<file path="config.mk">
export PLATFORM = sky130hd
export DESIGN_NAME = gtpw_ctrl
export DESIGN_NICKNAME = d
export VERILOG_FILES = /design/src/sv/gtpw_pkg.sv /design/src/sv/gtpw_ctrl.sv
export SDC_FILE = /design/constraint.sdc
export NUM_CORES = 1
export LEC_CHECK = 0
export ABC_CLOCK_PERIOD_IN_PS = 1000
export BUFFER_PORTS_ARGS = -buffer_cell sky130_fd_sc_hd__buf_2
export CAP_MARGIN = 20
export CORE_AREA = 2 2 39 41
export CTS_BUF_LIST = sky130_fd_sc_hd__clkbuf_8
export CTS_CLUSTER_SIZE = 24
export DETAILED_ROUTE_END_ITERATION = 16
export DIE_AREA = 0 0 41 43
export GPL_ROUTABILITY_DRIVEN = 0
export PLACE_DENSITY_LB_ADDON = 0.12
export RECOVER_POWER = 25
export SETUP_SLACK_MARGIN = 0.3
export SLEW_MARGIN = 20
export SYNTH_ARGS = -nofsm -noshare
export SYNTH_HDL_FRONTEND = slang
export SYNTH_SLANG_ARGS = --single-unit
</file>
<file path="constraint.sdc">
create_clock -name i_clk -period 1 [get_ports i_clk]
set_input_delay 0.2 -clock i_clk [delete_from_list [all_inputs] [get_ports i_clk]]
set_output_delay 0.2 -clock i_clk [all_outputs]
set_load 0.03 [all_outputs]
</file>
<file path="src/sv/gtpw_pkg.sv">
// ----------------------------------------------------------------------------
// gtpw_pkg: shared types, constants and glyph ROM
// Holds the 6x8 font, the scan-order conversion and the control structs that
// pass between the text pixel writer's controller and datapath.
// ----------------------------------------------------------------------------
package gtpw_pkg;

    localparam int GLYPH_COLUMNS = 6;
    localparam int GLYPH_ROWS    = 8;
    localparam int GLYPH_CELLS   = GLYPH_COLUMNS * GLYPH_ROWS;
    localparam int FONT_CODES    = 128;

    // field widths
    localparam int CODE_W   = 8;
    localparam int COORD_W  = 10;
    localparam int OFFS_W   = 10;
    localparam int LWID_W   = 11;
    localparam int POS_W    = 8;
    localparam int COL_W    = 3;
    localparam int XBASE_W  = 12;
    localparam int YSUM_W   = 11;
    localparam int ROWB_W   = 23;
    localparam int SUM_W    = 25;
    localparam int CFG_IDX_W  = 2;
    localparam int CFG_DATA_W = 11;

    localparam logic [POS_W-1:0] POS_MAX = 8'hFF;
    localparam logic [COL_W-1:0] COL_LAST = 3'(GLYPH_COLUMNS - 1);

    // configuration register indexes
    localparam logic [CFG_IDX_W-1:0] CFG_X_OFFSET   = 2'd0;
    localparam logic [CFG_IDX_W-1:0] CFG_Y_OFFSET   = 2'd1;
    localparam logic [CFG_IDX_W-1:0] CFG_LINE_WIDTH = 2'd2;

    localparam logic [LWID_W-1:0] LINE_WIDTH_RESET = 11'd128;

    // one glyph: column bytes, element 0 is the leftmost column
    typedef logic [0:GLYPH_COLUMNS-1][7:0] t_glyph;
    // glyph bits in scan order: bit row*6+col
    typedef logic [GLYPH_CELLS-1:0] t_scan;

    typedef struct packed {
        logic load_item;
        logic load_row_base;
        logic step;
        logic emit;
    } t_dp_cmd;

    typedef struct packed {
        logic mask_empty;
        logic cur_set;
        logic rest_empty;
    } t_dp_status;

    // column bytes of a 7-bit code; codes without a glyph are blank
    function automatic t_glyph glyph_lookup(input logic [6:0] code);
        t_glyph g;
        case (code)
            7'd33:  g = {8'h00, 8'h00, 8'h2F, 8'h00, 8'h00, 8'h00};
            7'd34:  g = {8'h00, 8'h03, 8'h00, 8'h03, 8'h00, 8'h00};
            7'd35:  g = {8'h14, 8'h3E, 8'h14, 8'h3E, 8'h14, 8'h00};
            7'd36:  g = {8'h12, 8'h2A, 8'h3F, 8'h2A, 8'h24, 8'h00};
            7'd37:  g = {8'h22, 8'h10, 8'h08, 8'h04, 8'h22, 8'h00};
            7'd38:  g = {8'h14, 8'h2A, 8'h2A, 8'h14, 8'h28, 8'h00};
            7'd39:  g = {8'h00, 8'h00, 8'h03, 8'h00, 8'h00, 8'h00};
            7'd40:  g = {8'h00, 8'h1C, 8'h22, 8'h00, 8'h00, 8'h00};
            7'd41:  g = {8'h00, 8'h22, 8'h1C, 8'h00, 8'h00, 8'h00};
            7'd42:  g = {8'h14, 8'h08, 8'h3E, 8'h08, 8'h14, 8'h00};
            7'd43:  g = {8'h08, 8'h08, 8'h3E, 8'h08, 8'h08, 8'h00};
            7'd44:  g = {8'h00, 8'h20, 8'h10, 8'h00, 8'h00, 8'h00};
            7'd45:  g = {8'h08, 8'h08, 8'h08, 8'h08, 8'h08, 8'h00};
            7'd46:  g = {8'h00, 8'h30, 8'h30, 8'h00, 8'h00, 8'h00};
            7'd47:  g = {8'h20, 8'h10, 8'h08, 8'h04, 8'h02, 8'h00};
            7'd48:  g = {8'h1E, 8'h29, 8'h25, 8'h23, 8'h1E, 8'h00};
            7'd49:  g = {8'h00, 8'h22, 8'h3F, 8'h20, 8'h00, 8'h00};
            7'd50:  g = {8'h32, 8'h29, 8'h29, 8'h29, 8'h26, 8'h00};
            7'd51:  g = {8'h12, 8'h21, 8'h25, 8'h25, 8'h1A, 8'h00};
            7'd52:  g = {8'h0C, 8'h0A, 8'h09, 8'h3F, 8'h08, 8'h00};
            7'd53:  g = {8'h17, 8'h25, 8'h25, 8'h25, 8'h19, 8'h00};
            7'd54:  g = {8'h1E, 8'h25, 8'h25, 8'h25, 8'h18, 8'h00};
            7'd55:  g = {8'h01, 8'h01, 8'h39, 8'h05, 8'h03, 8'h00};
            7'd56:  g = {8'h1A, 8'h25, 8'h25, 8'h25, 8'h1A, 8'h00};
            7'd57:  g = {8'h06, 8'h29, 8'h29, 8'h29, 8'h1E, 8'h00};
            7'd58:  g = {8'h00, 8'h14, 8'h14, 8'h00, 8'h00, 8'h00};
            7'd59:  g = {8'h00, 8'h20, 8'h14, 8'h00, 8'h00, 8'h00};
            7'd60:  g = {8'h08, 8'h14, 8'h22, 8'h00, 8'h00, 8'h00};
            7'd61:  g = {8'h14, 8'h14, 8'h14, 8'h14, 8'h14, 8'h00};
            7'd62:  g = {8'h22, 8'h14, 8'h08, 8'h00, 8'h00, 8'h00};
            7'd63:  g = {8'h02, 8'h01, 8'h29, 8'h09, 8'h06, 8'h00};
            7'd64:  g = {8'h1C, 8'h22, 8'h2D, 8'h2D, 8'h0E, 8'h00};
            7'd65:  g = {8'h3E, 8'h09, 8'h09, 8'h09, 8'h3E, 8'h00};
            7'd66:  g = {8'h3F, 8'h25, 8'h25, 8'h25, 8'h1A, 8'h00};
            7'd67:  g = {8'h1E, 8'h21, 8'h21, 8'h21, 8'h12, 8'h00};
            7'd68:  g = {8'h3F, 8'h21, 8'h21, 8'h21, 8'h1E, 8'h00};
            7'd69:  g = {8'h3F, 8'h25, 8'h25, 8'h25, 8'h21, 8'h00};
            7'd70:  g = {8'h3F, 8'h05, 8'h05, 8'h05, 8'h01, 8'h00};
            7'd71:  g = {8'h1E, 8'h21, 8'h29, 8'h29, 8'h3A, 8'h00};
            7'd72:  g = {8'h3F, 8'h04, 8'h04, 8'h04, 8'h3F, 8'h00};
            7'd73:  g = {8'h00, 8'h21, 8'h3F, 8'h21, 8'h00, 8'h00};
            7'd74:  g = {8'h10, 8'h20, 8'h21, 8'h1F, 8'h01, 8'h00};
            7'd75:  g = {8'h3F, 8'h04, 8'h0A, 8'h11, 8'h20, 8'h00};
            7'd76:  g = {8'h3F, 8'h20, 8'h20, 8'h20, 8'h20, 8'h00};
            7'd77:  g = {8'h3F, 8'h02, 8'h04, 8'h02, 8'h3F, 8'h00};
            7'd78:  g = {8'h3F, 8'h02, 8'h04, 8'h08, 8'h3F, 8'h00};
            7'd79:  g = {8'h1E, 8'h21, 8'h21, 8'h21, 8'h1E, 8'h00};
            7'd80:  g = {8'h3F, 8'h09, 8'h09, 8'h09, 8'h06, 8'h00};
            7'd81:  g = {8'h1E, 8'h21, 8'h29, 8'h11, 8'h2E, 8'h00};
            7'd82:  g = {8'h3F, 8'h09, 8'h09, 8'h19, 8'h26, 8'h00};
            7'd83:  g = {8'h26, 8'h25, 8'h25, 8'h25, 8'h19, 8'h00};
            7'd84:  g = {8'h01, 8'h01, 8'h3F, 8'h01, 8'h01, 8'h00};
            7'd85:  g = {8'h1F, 8'h20, 8'h20, 8'h20, 8'h1F, 8'h00};
            7'd86:  g = {8'h0F, 8'h10, 8'h20, 8'h10, 8'h0F, 8'h00};
            7'd87:  g = {8'h1F, 8'h20, 8'h18, 8'h20, 8'h1F, 8'h00};
            7'd88:  g = {8'h3B, 8'h04, 8'h04, 8'h04, 8'h3B, 8'h00};
            7'd89:  g = {8'h03, 8'h04, 8'h3C, 8'h04, 8'h03, 8'h00};
            7'd90:  g = {8'h31, 8'h29, 8'h25, 8'h23, 8'h21, 8'h00};
            7'd91:  g = {8'h00, 8'h3E, 8'h22, 8'h00, 8'h00, 8'h00};
            7'd92:  g = {8'h02, 8'h04, 8'h08, 8'h10, 8'h20, 8'h00};
            7'd93:  g = {8'h00, 8'h22, 8'h3E, 8'h00, 8'h00, 8'h00};
            7'd94:  g = {8'h04, 8'h02, 8'h01, 8'h02, 8'h04, 8'h00};
            7'd95:  g = {8'h20, 8'h20, 8'h20, 8'h20, 8'h20, 8'h00};
            7'd96:  g = {8'h00, 8'h01, 8'h02, 8'h00, 8'h00, 8'h00};
            7'd97:  g = {8'h10, 8'h2A, 8'h2A, 8'h2A, 8'h3C, 8'h00};
            7'd98:  g = {8'h3F, 8'h24, 8'h24, 8'h24, 8'h18, 8'h00};
            7'd99:  g = {8'h1C, 8'h22, 8'h22, 8'h22, 8'h14, 8'h00};
            7'd100: g = {8'h18, 8'h24, 8'h24, 8'h24, 8'h3F, 8'h00};
            7'd101: g = {8'h1C, 8'h2A, 8'h2A, 8'h2A, 8'h04, 8'h00};
            7'd102: g = {8'h04, 8'h3E, 8'h05, 8'h01, 8'h00, 8'h00};
            7'd103: g = {8'h18, 8'h25, 8'h25, 8'h25, 8'h3E, 8'h00};
            7'd104: g = {8'h3F, 8'h04, 8'h04, 8'h04, 8'h38, 8'h00};
            7'd105: g = {8'h00, 8'h24, 8'h3D, 8'h20, 8'h00, 8'h00};
            7'd106: g = {8'h10, 8'h20, 8'h20, 8'h1D, 8'h00, 8'h00};
            7'd107: g = {8'h3F, 8'h08, 8'h14, 8'h22, 8'h00, 8'h00};
            7'd108: g = {8'h00, 8'h21, 8'h3F, 8'h20, 8'h00, 8'h00};
            7'd109: g = {8'h3E, 8'h02, 8'h3E, 8'h02, 8'h3C, 8'h00};
            7'd110: g = {8'h3E, 8'h04, 8'h02, 8'h02, 8'h3C, 8'h00};
            7'd111: g = {8'h1C, 8'h22, 8'h22, 8'h22, 8'h1C, 8'h00};
            7'd112: g = {8'h3E, 8'h0A, 8'h0A, 8'h0A, 8'h04, 8'h00};
            7'd113: g = {8'h04, 8'h0A, 8'h0A, 8'h0A, 8'h3E, 8'h00};
            7'd114: g = {8'h3E, 8'h04, 8'h02, 8'h02, 8'h04, 8'h00};
            7'd115: g = {8'h24, 8'h2A, 8'h2A, 8'h2A, 8'h12, 8'h00};
            7'd116: g = {8'h02, 8'h1F, 8'h22, 8'h20, 8'h00, 8'h00};
            7'd117: g = {8'h1E, 8'h20, 8'h20, 8'h20, 8'h3E, 8'h00};
            7'd118: g = {8'h0E, 8'h10, 8'h20, 8'h10, 8'h0E, 8'h00};
            7'd119: g = {8'h1E, 8'h20, 8'h18, 8'h20, 8'h1E, 8'h00};
            7'd120: g = {8'h22, 8'h14, 8'h08, 8'h14, 8'h22, 8'h00};
            7'd121: g = {8'h03, 8'h24, 8'h24, 8'h24, 8'h1F, 8'h00};
            7'd122: g = {8'h22, 8'h32, 8'h2A, 8'h26, 8'h22, 8'h00};
            7'd123: g = {8'h00, 8'h08, 8'h36, 8'h22, 8'h00, 8'h00};
            7'd124: g = {8'h00, 8'h00, 8'h3E, 8'h00, 8'h00, 8'h00};
            7'd125: g = {8'h00, 8'h22, 8'h36, 8'h08, 8'h00, 8'h00};
            7'd126: g = {8'h04, 8'h02, 8'h04, 8'h08, 8'h04, 8'h00};
            default: g = '0;
        endcase
        return g;
    endfunction

    // glyph bits of a character code in scan order (rows, then columns)
    function automatic t_scan glyph_scan(input logic [CODE_W-1:0] code);
        t_glyph g;
        t_scan  m;
        g = code[CODE_W-1] ? '0 : glyph_lookup(code[CODE_W-2:0]);
        for (int r = 0; r < GLYPH_ROWS; r++) begin
            for (int c = 0; c < GLYPH_COLUMNS; c++) begin
                m[r*GLYPH_COLUMNS + c] = g[c][r];
            end
        end
        return m;
    endfunction

endpackage

</file>
<file path="src/sv/gtpw_ctrl.sv">
// ----------------------------------------------------------------------------
// gtpw_ctrl: sequencer of the text pixel writer
// Accepts a character, runs the row base multiply, then steps the glyph scan
// one cell per cycle while the output register can take a pixel.
// ----------------------------------------------------------------------------
module gtpw_ctrl (
    input  logic                 i_clk,
    input  logic                 i_rst_n,
    input  logic                 i_in_valid,
    output logic                 o_in_ready,
    input  logic                 i_out_ready,
    output logic                 o_out_valid,
    output gtpw_pkg::t_dp_cmd    o_cmd,
    input  gtpw_pkg::t_dp_status i_status
);
    import gtpw_pkg::*;

    localparam logic [1:0] ST_IDLE = 2'd0;
    localparam logic [1:0] ST_MUL  = 2'd1;
    localparam logic [1:0] ST_SCAN = 2'd2;

    logic [1:0] r_state, n_state;
    logic       r_out_valid, n_out_valid;
    logic       can_adv;

    assign can_adv     = !r_out_valid || i_out_ready;
    assign o_in_ready  = (r_state == ST_IDLE);
    assign o_out_valid = r_out_valid;

    // next state and datapath commands
    always_comb begin
        n_state = r_state;
        o_cmd   = '0;
        unique case (r_state)
            ST_IDLE: begin
                if (i_in_valid) begin
                    o_cmd.load_item = 1'b1;
                    n_state         = ST_MUL;
                end
            end
            ST_MUL: begin
                o_cmd.load_row_base = 1'b1;
                n_state = i_status.mask_empty ? ST_IDLE : ST_SCAN;
            end
            ST_SCAN: begin
                if (can_adv) begin
                    o_cmd.step = 1'b1;
                    o_cmd.emit = i_status.cur_set;
                    if (i_status.rest_empty) begin
                        n_state = ST_IDLE;
                    end
                end
            end
            default: n_state = ST_IDLE;
        endcase
    end

    // hold a pixel until taken
    always_comb begin
        if (o_cmd.emit) begin
            n_out_valid = 1'b1;
        end else if (i_out_ready) begin
            n_out_valid = 1'b0;
        end else begin
            n_out_valid = r_out_valid;
        end
    end

    always_ff @(posedge i_clk) begin
        if (!i_rst_n) begin
            r_state     <= ST_IDLE;
            r_out_valid <= 1'b0;
        end else begin
            r_state     <= n_state;
            r_out_valid <= n_out_valid;
        end
    end

endmodule

</file>
After elaboration in Yosys (flattened, before gate mapping)

Index checks and enable logic that the tools add are counted.
Widths: inputs -> output; s select.

Bits in latches: 0
Memories: 0
Bits in writable memories: 0
Output and inout bits: 6
Bits of input ports: 7
Flip-flop bits (word level): 3
Memory bits (read-only): 0
Word-level logic and storage cells: 24

Reduce and logical (&&, ||, !) cells: 5
Mux-type cells: 12
Multipliers: 0
$add $sub $neg: 0
Bitwise logic cells: 0
Equal/unequal tests: 5
Div/mod/pow operators: 0
Shifts and indexed selects: 0
Magnitude comparators: 0

Operator list:

| operator           | number |
|---|---|
| $mux 2             | 6 |
| $ne 2x2->1 const B | 3 |
| $pmux 2 s3         | 1 |
| $mux 1             | 5 |
| $reduce_and 3->1   | 1 |
| $eq 2x1->1 const B | 1 |
| $eq 2x2->1 const B | 1 |
| $logic_not 2->1    | 1 |
| $reduce_bool 2->1  | 1 |
| $logic_not 1->1    | 1 |
| $logic_or 1x1->1   | 1 |

Longest topological paths before layout

Gate-level depths: netlist of the first run.

Depth after elaboration: 5
Gate-level depth with buffers: 3

Worst setup path after synthesis of the first run

OpenSTA, ideal clock, no wires.

Path type: register -> output
Start point: reg r_state[0]
End point: out o_cmd[3] (netlist bit)
Required time: 0.800 ns
Slack: -0.376 ns
Stages on the path, launching flop included: 3
Arrival: 1.176 ns
Cell sequence: dfxtp_1 nor2_1 and2_1

RTL lines:

| item                   | RTL line        | text |
|---|---|---|
| from (decl)            | gtpw_ctrl.sv:22 | `logic [1:0] r_state, n_state;` |
| from (signal assigned) | gtpw_ctrl.sv:74 | `r_state <= n_state;` |
| to (decl)              | gtpw_ctrl.sv:13 | `output gtpw_pkg::t_dp_cmd o_cmd,` |

==> results of run 1 <==
[power by group through the flow]
stage          Combinational, mW  Clock [mW]  Sequential [mW]
2_1_floorplan             0.0530           0            0.130
3_3_place_gp              0.0835           0            0.129
3_5_place_dp              0.0835           0            0.129
4_1_cts                    0.104       0.352            0.128
5_1_grt                    0.115       0.363            0.128
6_report                   0.108       0.339            0.127
[Yosys cell counts (all sizes together)]
cell type and n:
and2 2, a32o 1, nor2 1, nand2 2
dfxtp 3, and3 2, nor2b 3, buf 1
a21boi 1, nand2b 1
[flip-flops by register name (all words and copies together), names as in the netlist]
| register | flops |
|---|---|
| r_state | 2 |
| o_out_valid | 1 |
[how the worst max path moves through the flow]
stage	slack (ns)	to	start
global placement	-0.02	o_cmd[0]	r_state[1]
floorplan	-0.0002	o_cmd[0]	r_state[1]
detailed placement	-0.03	o_cmd[0]	r_state[1]
CTS	-0.22	o_cmd[0]	r_state[1]
global route	-0.25	o_cmd[0]	r_state[1]
finish	-0.22	o_cmd[0]	r_state[1]
[timing repair]
item                                    CTS  global route
resized for setup                        14             0
pin swaps                                 2             0
endpoints found under the setup margin    8             9
buffers inserted                          1             1
[metrics by stage]
| step | total power, mW | instance area [um2] | utilization | worst slack, ns |
|---|---|---|---|---|
| finish | 0.574 | 387 | 0.279 | -0.218 |
| detailed placement | 0.213 | 280 | 0.203 | -0.0308 |
| global route | 0.606 | 387 | 0.279 | -0.247 |
| global placement | 0.212 | 280 | 0.203 | -0.0230 |
| floorplan | 0.183 | 196 | - | -0.000241 |
| CTS | 0.584 | 379 | 0.274 | -0.224 |
[kinds of logic (layout without fill, tap and decap cells)]
family | Yosys count | after routing
buf+inv | 1 | 20
compound gates | 2 | 2
simple gates | 11 | 11
flops | 3 | 3
[cell type report]
type	count	area, um2	share of cell area
Clock buffer	3	41.3	0.107
Clock inverter	1	3.75	0.00971
Multi-Input combinational cell	13	119	0.307
Sequential cell	3	71.3	0.184
Tap cell	16	20.0	0.0518
Timing Repair Buffer	16	131	0.340
[per-layer routing]
metal  up-vias  part of all wire  GRT usage
met3         0              0.13     0.0785
met1        81              0.39     0.0673
met4         0                 0     0.0200
li1         94                 -          -
met5         -                 0          0
met2        13              0.48     0.0750
==> reports/qor.txt, run 1 <==
worst r2r src - r_state[1]
CORE AREA - 1380 um2
Critical Path Stages - 3
Unique masters post-synth - 11
TritonCTS buffer count - 3
Max Cap Violations - 0
DR WL/cell - 8.65 um
final worst path period need - 1.22 ns
crit path cell chain - nor2b_4 > and3_4 > buf_6
Critical Path Slowest Stage Cell - dfxtp_4
final setup violation count - 6
Hold Worst Slack - 0.240 ns
clk slew on worst S/H paths - 0.03 ns
Int Power - 442 uW
H-tree levels - 1
Via density - 3.62
Max FO, Critical Path - 3
Fin. Hold Viols - 0
hold buffers post-CTS - 0
Ant. Diodes - 0
Synth Cell Area - 155 um2
R2R setup slack - -0.04 ns
XOR/XNOR share of the synthesized area - 0
fmax - 0.821 GHz
CTS Root Cell - clkbuf_8
WP data required - 0.80 ns
gr ovfl total - 0
slew margin rel. - 0.935
register area share after synthesis - 0.387
Hold Path End - r_state[0]
TritonRoute pass-1 iters - 1
drt initial violations - 0
Slew @ Worst Pin - 0.0969 ns
Fin Clk Skew - 0.000407 ns
CTS tree - yes
pwr/cell area - 1490 nW/um2
Overall Global Routing Usage - 0.0632
Synthesized Nets - 24
CTS max path bufs - 2
Remaining DRCs - 0
Clock Latency Late Sink - 0.21 ns
first-pass GRT wire length - 669 um
WHS Path Cells - 2
final wirelength - 450 um
most frequent cells in the layout - buf_6, buf_2, clkbuf_8, dfxtp_4, buf_4
post-route ant nets - 0
Max Slew Vio Count - 0
Clk pwr share - 0.590
Syn Inst Count - 17
Rows - 14
Compound-Gate Fraction of Synth Area - 0.121
ranking of synthesized cells by area - dfxtp_1, nor2b_4, and2_1
area delta synth->final - 149%
Syn Area/Cell - 9.13 um2
cell family with most CP delay - flip-flops
num ports - 13
pin count of the biggest net entering global routing - 5
DIE WIDTH - 41 um
min-delay src - i_in_valid
final worst path period share - 1.22
HP Class - primary input to flop
CP startpoint kind - flop
reg2reg path depth - 4
Peak VDD IR - 1.02 mV
crit path buf inv count - 1
initial antenna violation count - 0
die area - 1760 um2
Initial Utilization - 0.112
Worst R2R End - r_state[1]
area leader, netlist - dfxtp_1
outcome - finished, violations left
Finished Layout Cells - 52
Final #Nets - 44
die height - 43 um
Comb pwr share - 0.188
share of cells above drive strength 1 - 0.833
largest family of logic cells by synthesized area - simple AND/OR/NAND/NOR gates
unrepaired setup endpoints after global routing - yes
CP peak stage delay - 0.35 ns
routed via count - 188
Flop pwr share - 0.222
Crit Path Class - flop to output port
number of fill cells - 158
crit path DAT - 1.02 ns
synthesized flop and latch total - 3
leakage power total - 0.190 nW
port bufs - 12
Setup TNS - -0.844 ns
Post-Synth Simple-Gate Area - 0.444
clock sink total - 3
Syn. warnings - 0
commonest non-fill, non-tap cell in the layout - buf_6
number of global-route vias before repair - 173
Net Switching - 132 uW
final setup margin - -0.218 ns
placed cell count - 46
Synth top area share - 0.387
switching share of power - 0.230
multiplexer share of the synthesized area - 0
hpwl dp - 350 um
failing checks - negative setup slack
Post-Synth Adder-Cell Area - 0
CP Capture Type - output port
No activity file was read; power rests on OpenSTA's default activity.
==> inputs of run 2 (changes only) <==
--- a/config.mk
+++ b/config.mk
@@ -5,7 +5,7 @@
 export SDC_FILE = /design/constraint.sdc
 export NUM_CORES = 1
 export LEC_CHECK = 0
-export ABC_CLOCK_PERIOD_IN_PS = 1000
+export ABC_CLOCK_PERIOD_IN_PS = 1100
 export BUFFER_PORTS_ARGS = -buffer_cell sky130_fd_sc_hd__buf_2
 export CAP_MARGIN = 20
 export CORE_AREA = 2 2 39 41
==> constraint.sdc (replaced) <==
create_clock -name i_clk -period 1.1 [get_ports i_clk]
set_input_delay 0.22 -clock i_clk [delete_from_list [all_inputs] [get_ports i_clk]]
set_output_delay 0.22 -clock i_clk [all_outputs]
set_load 0.03 [all_outputs]
==> run 2 against run 1 <==
The flow still finishes with violations (negative setup slack); largest power group unchanged; count of clock-buffer cells in the layout unchanged; global-route usage is 0.30 points lower; sequential power decreased by 9%; final area stayed put.
==> reports/qor.txt, run 2 (synthesized netlist as in run 1, its figures left out) <==
outcome - finished, violations left (unchanged)
failing checks - negative setup slack (unchanged)
pwr/cell area - 1360 nW/um2 (was 1490 nW/um2)
min-delay src - i_in_valid (unchanged)
unrepaired setup endpoints after global routing - yes (unchanged)
Slew @ Worst Pin - 0.119 ns (was 0.0969 ns)
CTS max path bufs - 2 (unchanged)
uppermost layer routed - met4 (was met3)
H-tree levels - 1 (unchanged)
DIE WIDTH - 41 um (unchanged)
met1 WL - 192 um (was 174 um)
clk slew on worst S/H paths - 0.03 ns (about the same)
commonest non-fill, non-tap cell in the layout - buf_6 (unchanged)
num ports - 13 (unchanged)
CP peak stage delay - 0.36 ns (was 0.35 ns)
area delta synth->final - 149% (unchanged)
CTS tree - yes (unchanged)
R2R setup slack - 0.15 ns (was -0.04 ns)
Hold Path End - r_state[0] (unchanged)
register with the most flip-flops - r_state (unchanged)
Final #Nets - 44 (unchanged)
WP data required - 0.88 ns (was 0.80 ns)
worst r2r src - r_state[1] (unchanged)
Fin. Hold Viols - 0 (unchanged)
Worst R2R End - r_state[1] (unchanged)
final wirelength - 451 um (was 450 um)
routed via count - 188 (unchanged)
Clock Latency Late Sink - 0.22 ns (was 0.21 ns)
placed cell count - 45 (was 46)
first-pass GRT wire length - 579 um (was 669 um)
Crit Path Class - flop to output port (unchanged)
pin count of the biggest net entering global routing - 5 (unchanged)
drt initial violations - 5 (was 0)
leakage power total - 0.190 nW (about the same)
Peak VDD IR - 0.447 mV (was 1.02 mV)
crit path DAT - 1.05 ns (was 1.02 ns)
hold buffers post-CTS - 0 (unchanged)
Overall Global Routing Usage - 0.0602 (was 0.0632)
TritonCTS buffer count - 3 (unchanged)
CORE AREA - 1380 um2 (unchanged)
die height - 43 um (unchanged)
CP Capture Type - output port (unchanged)
reg2reg path depth - 4 (unchanged)
initial antenna violation count - 0 (unchanged)
Max Cap Violations - 0 (unchanged)
Fin Clk Skew - 0.00241 ns (was 0.000407 ns)
CP startpoint kind - flop (unchanged)
HP Class - primary input to flop (unchanged)
WHS Path Cells - 2 (unchanged)
max reg flops - 2 (unchanged)
fmax - 0.789 GHz
Initial Utilization - 0.112 (unchanged)
final worst path period need - 1.27 ns
gr ovfl total - 0 (unchanged)
final setup violation count - 5 (was 6)
share of cells above drive strength 1 - 0.833 (unchanged)
DR WL/cell - 8.67 um (was 8.65 um)
cell area after layout - 387 um2 (unchanged)
number of global-route vias before repair - 159 (was 173)
Via density - 3.62 (unchanged)
metal3 WL - 54 um (was 60 um)
final worst path period share - 1.15
Remaining DRCs - 0 (unchanged)
Critical Path Slowest Stage Cell - dfxtp_4 (unchanged)
Hold Worst Slack - 0.250 ns (was 0.240 ns)
Placed Area - 254 um2 (was 280 um2)
post-route ant nets - 0 (unchanged)
Ant. Diodes - 0 (unchanged)
clock sink total - 3 (unchanged)
most frequent cells in the layout - buf_6, buf_2, clkbuf_8, dfxtp_4, buf_4 (unchanged)
die area - 1760 um2 (unchanged)
Finished Layout Cells - 52 (unchanged)
crit path cell chain - nor2b_4 > and3_4 > buf_6 (unchanged)
final setup margin - -0.167 ns (was -0.218 ns)
CTS Root Cell - clkbuf_8 (unchanged)
number of fill cells - 159 (was 158)
TritonRoute pass-1 iters - 4 (was 1)
port bufs - 12 (unchanged)
Rows - 14 (unchanged)
slew margin rel. - 0.920 (was 0.935)
met2 wire length - 188 um (was 216 um)
Max Slew Vio Count - 0 (unchanged)
Max FO, Critical Path - 4 (was 3)
==> run 2: worst max-delay path, delay by kind of cell (launching register included) <==
kind	cells	cell delay (ns)
simple gates	2	0.36
buf+inv	1	0.12
flops	1	0.36
==> run 2: layout make-up <==
type | instances | area, um2 | area share
tap | 16 | 20.0 | 0.0518
multi-input combinational | 13 | 119 | 0.307
timing repair buffer | 16 | 131 | 0.340
clock buffer | 3 | 41.3 | 0.107
sequential | 3 | 71.3 | 0.184
clock inverter | 1 | 3.75 | 0.00971
==> run 2: repair_timing <==
| item | CTS | global route |
|---|---|---|
| buffers inserted | 2 | 1 |
| pin swaps | 5 | 1 |
| resized for setup | 17 | 2 |
| setup endpoints to repair | 8 | 8 |
==> run 2: metrics by stage <==
step           setup TNS, ns  power (mW)   util  worst slack, ns
2_1_floorplan              0       0.165      -           0.0816
3_3_place_gp               0       0.187  0.184           0.0148
3_5_place_dp        -0.00244       0.188  0.184         -0.00244
4_1_cts               -0.463       0.527  0.266           -0.167
5_1_grt               -0.617       0.551  0.279           -0.190
6_report              -0.483       0.528  0.279           -0.167
==> run 2: metal layers <==
layer,vias to the layer above,GRT usage
met4,0,0.0800
met5,-,0
met1,79,0.0577
li1,94,-
met3,2,0.0628
met2,13,0.0563
==> run 2: how the worst max path moves through the flow <==
stage | slack (ns) | from | to | cells past startpoint
finish | -0.17 | r_state[1] | o_cmd[0] | 3
global route | -0.19 | r_state[1] | o_cmd[0] | 3
floorplan | 0.08 | r_state[0] | r_state[1] | 2
CTS | -0.17 | r_state[1] | o_cmd[0] | 3
global placement | 0.01 | r_state[1] | o_cmd[0] | 3
detailed placement | -0.002 | r_state[1] | o_cmd[0] | 3
==> run 2: power by group <==
group | internal [mW] | total, mW | switching (mW) | leakage (nW)
registers | 0.110 | 0.116 | 0.00645 | 0.0267
clock network | 0.238 | 0.311 | 0.0738 | 0.0269
logic | 0.0562 | 0.100 | 0.0440 | 0.136
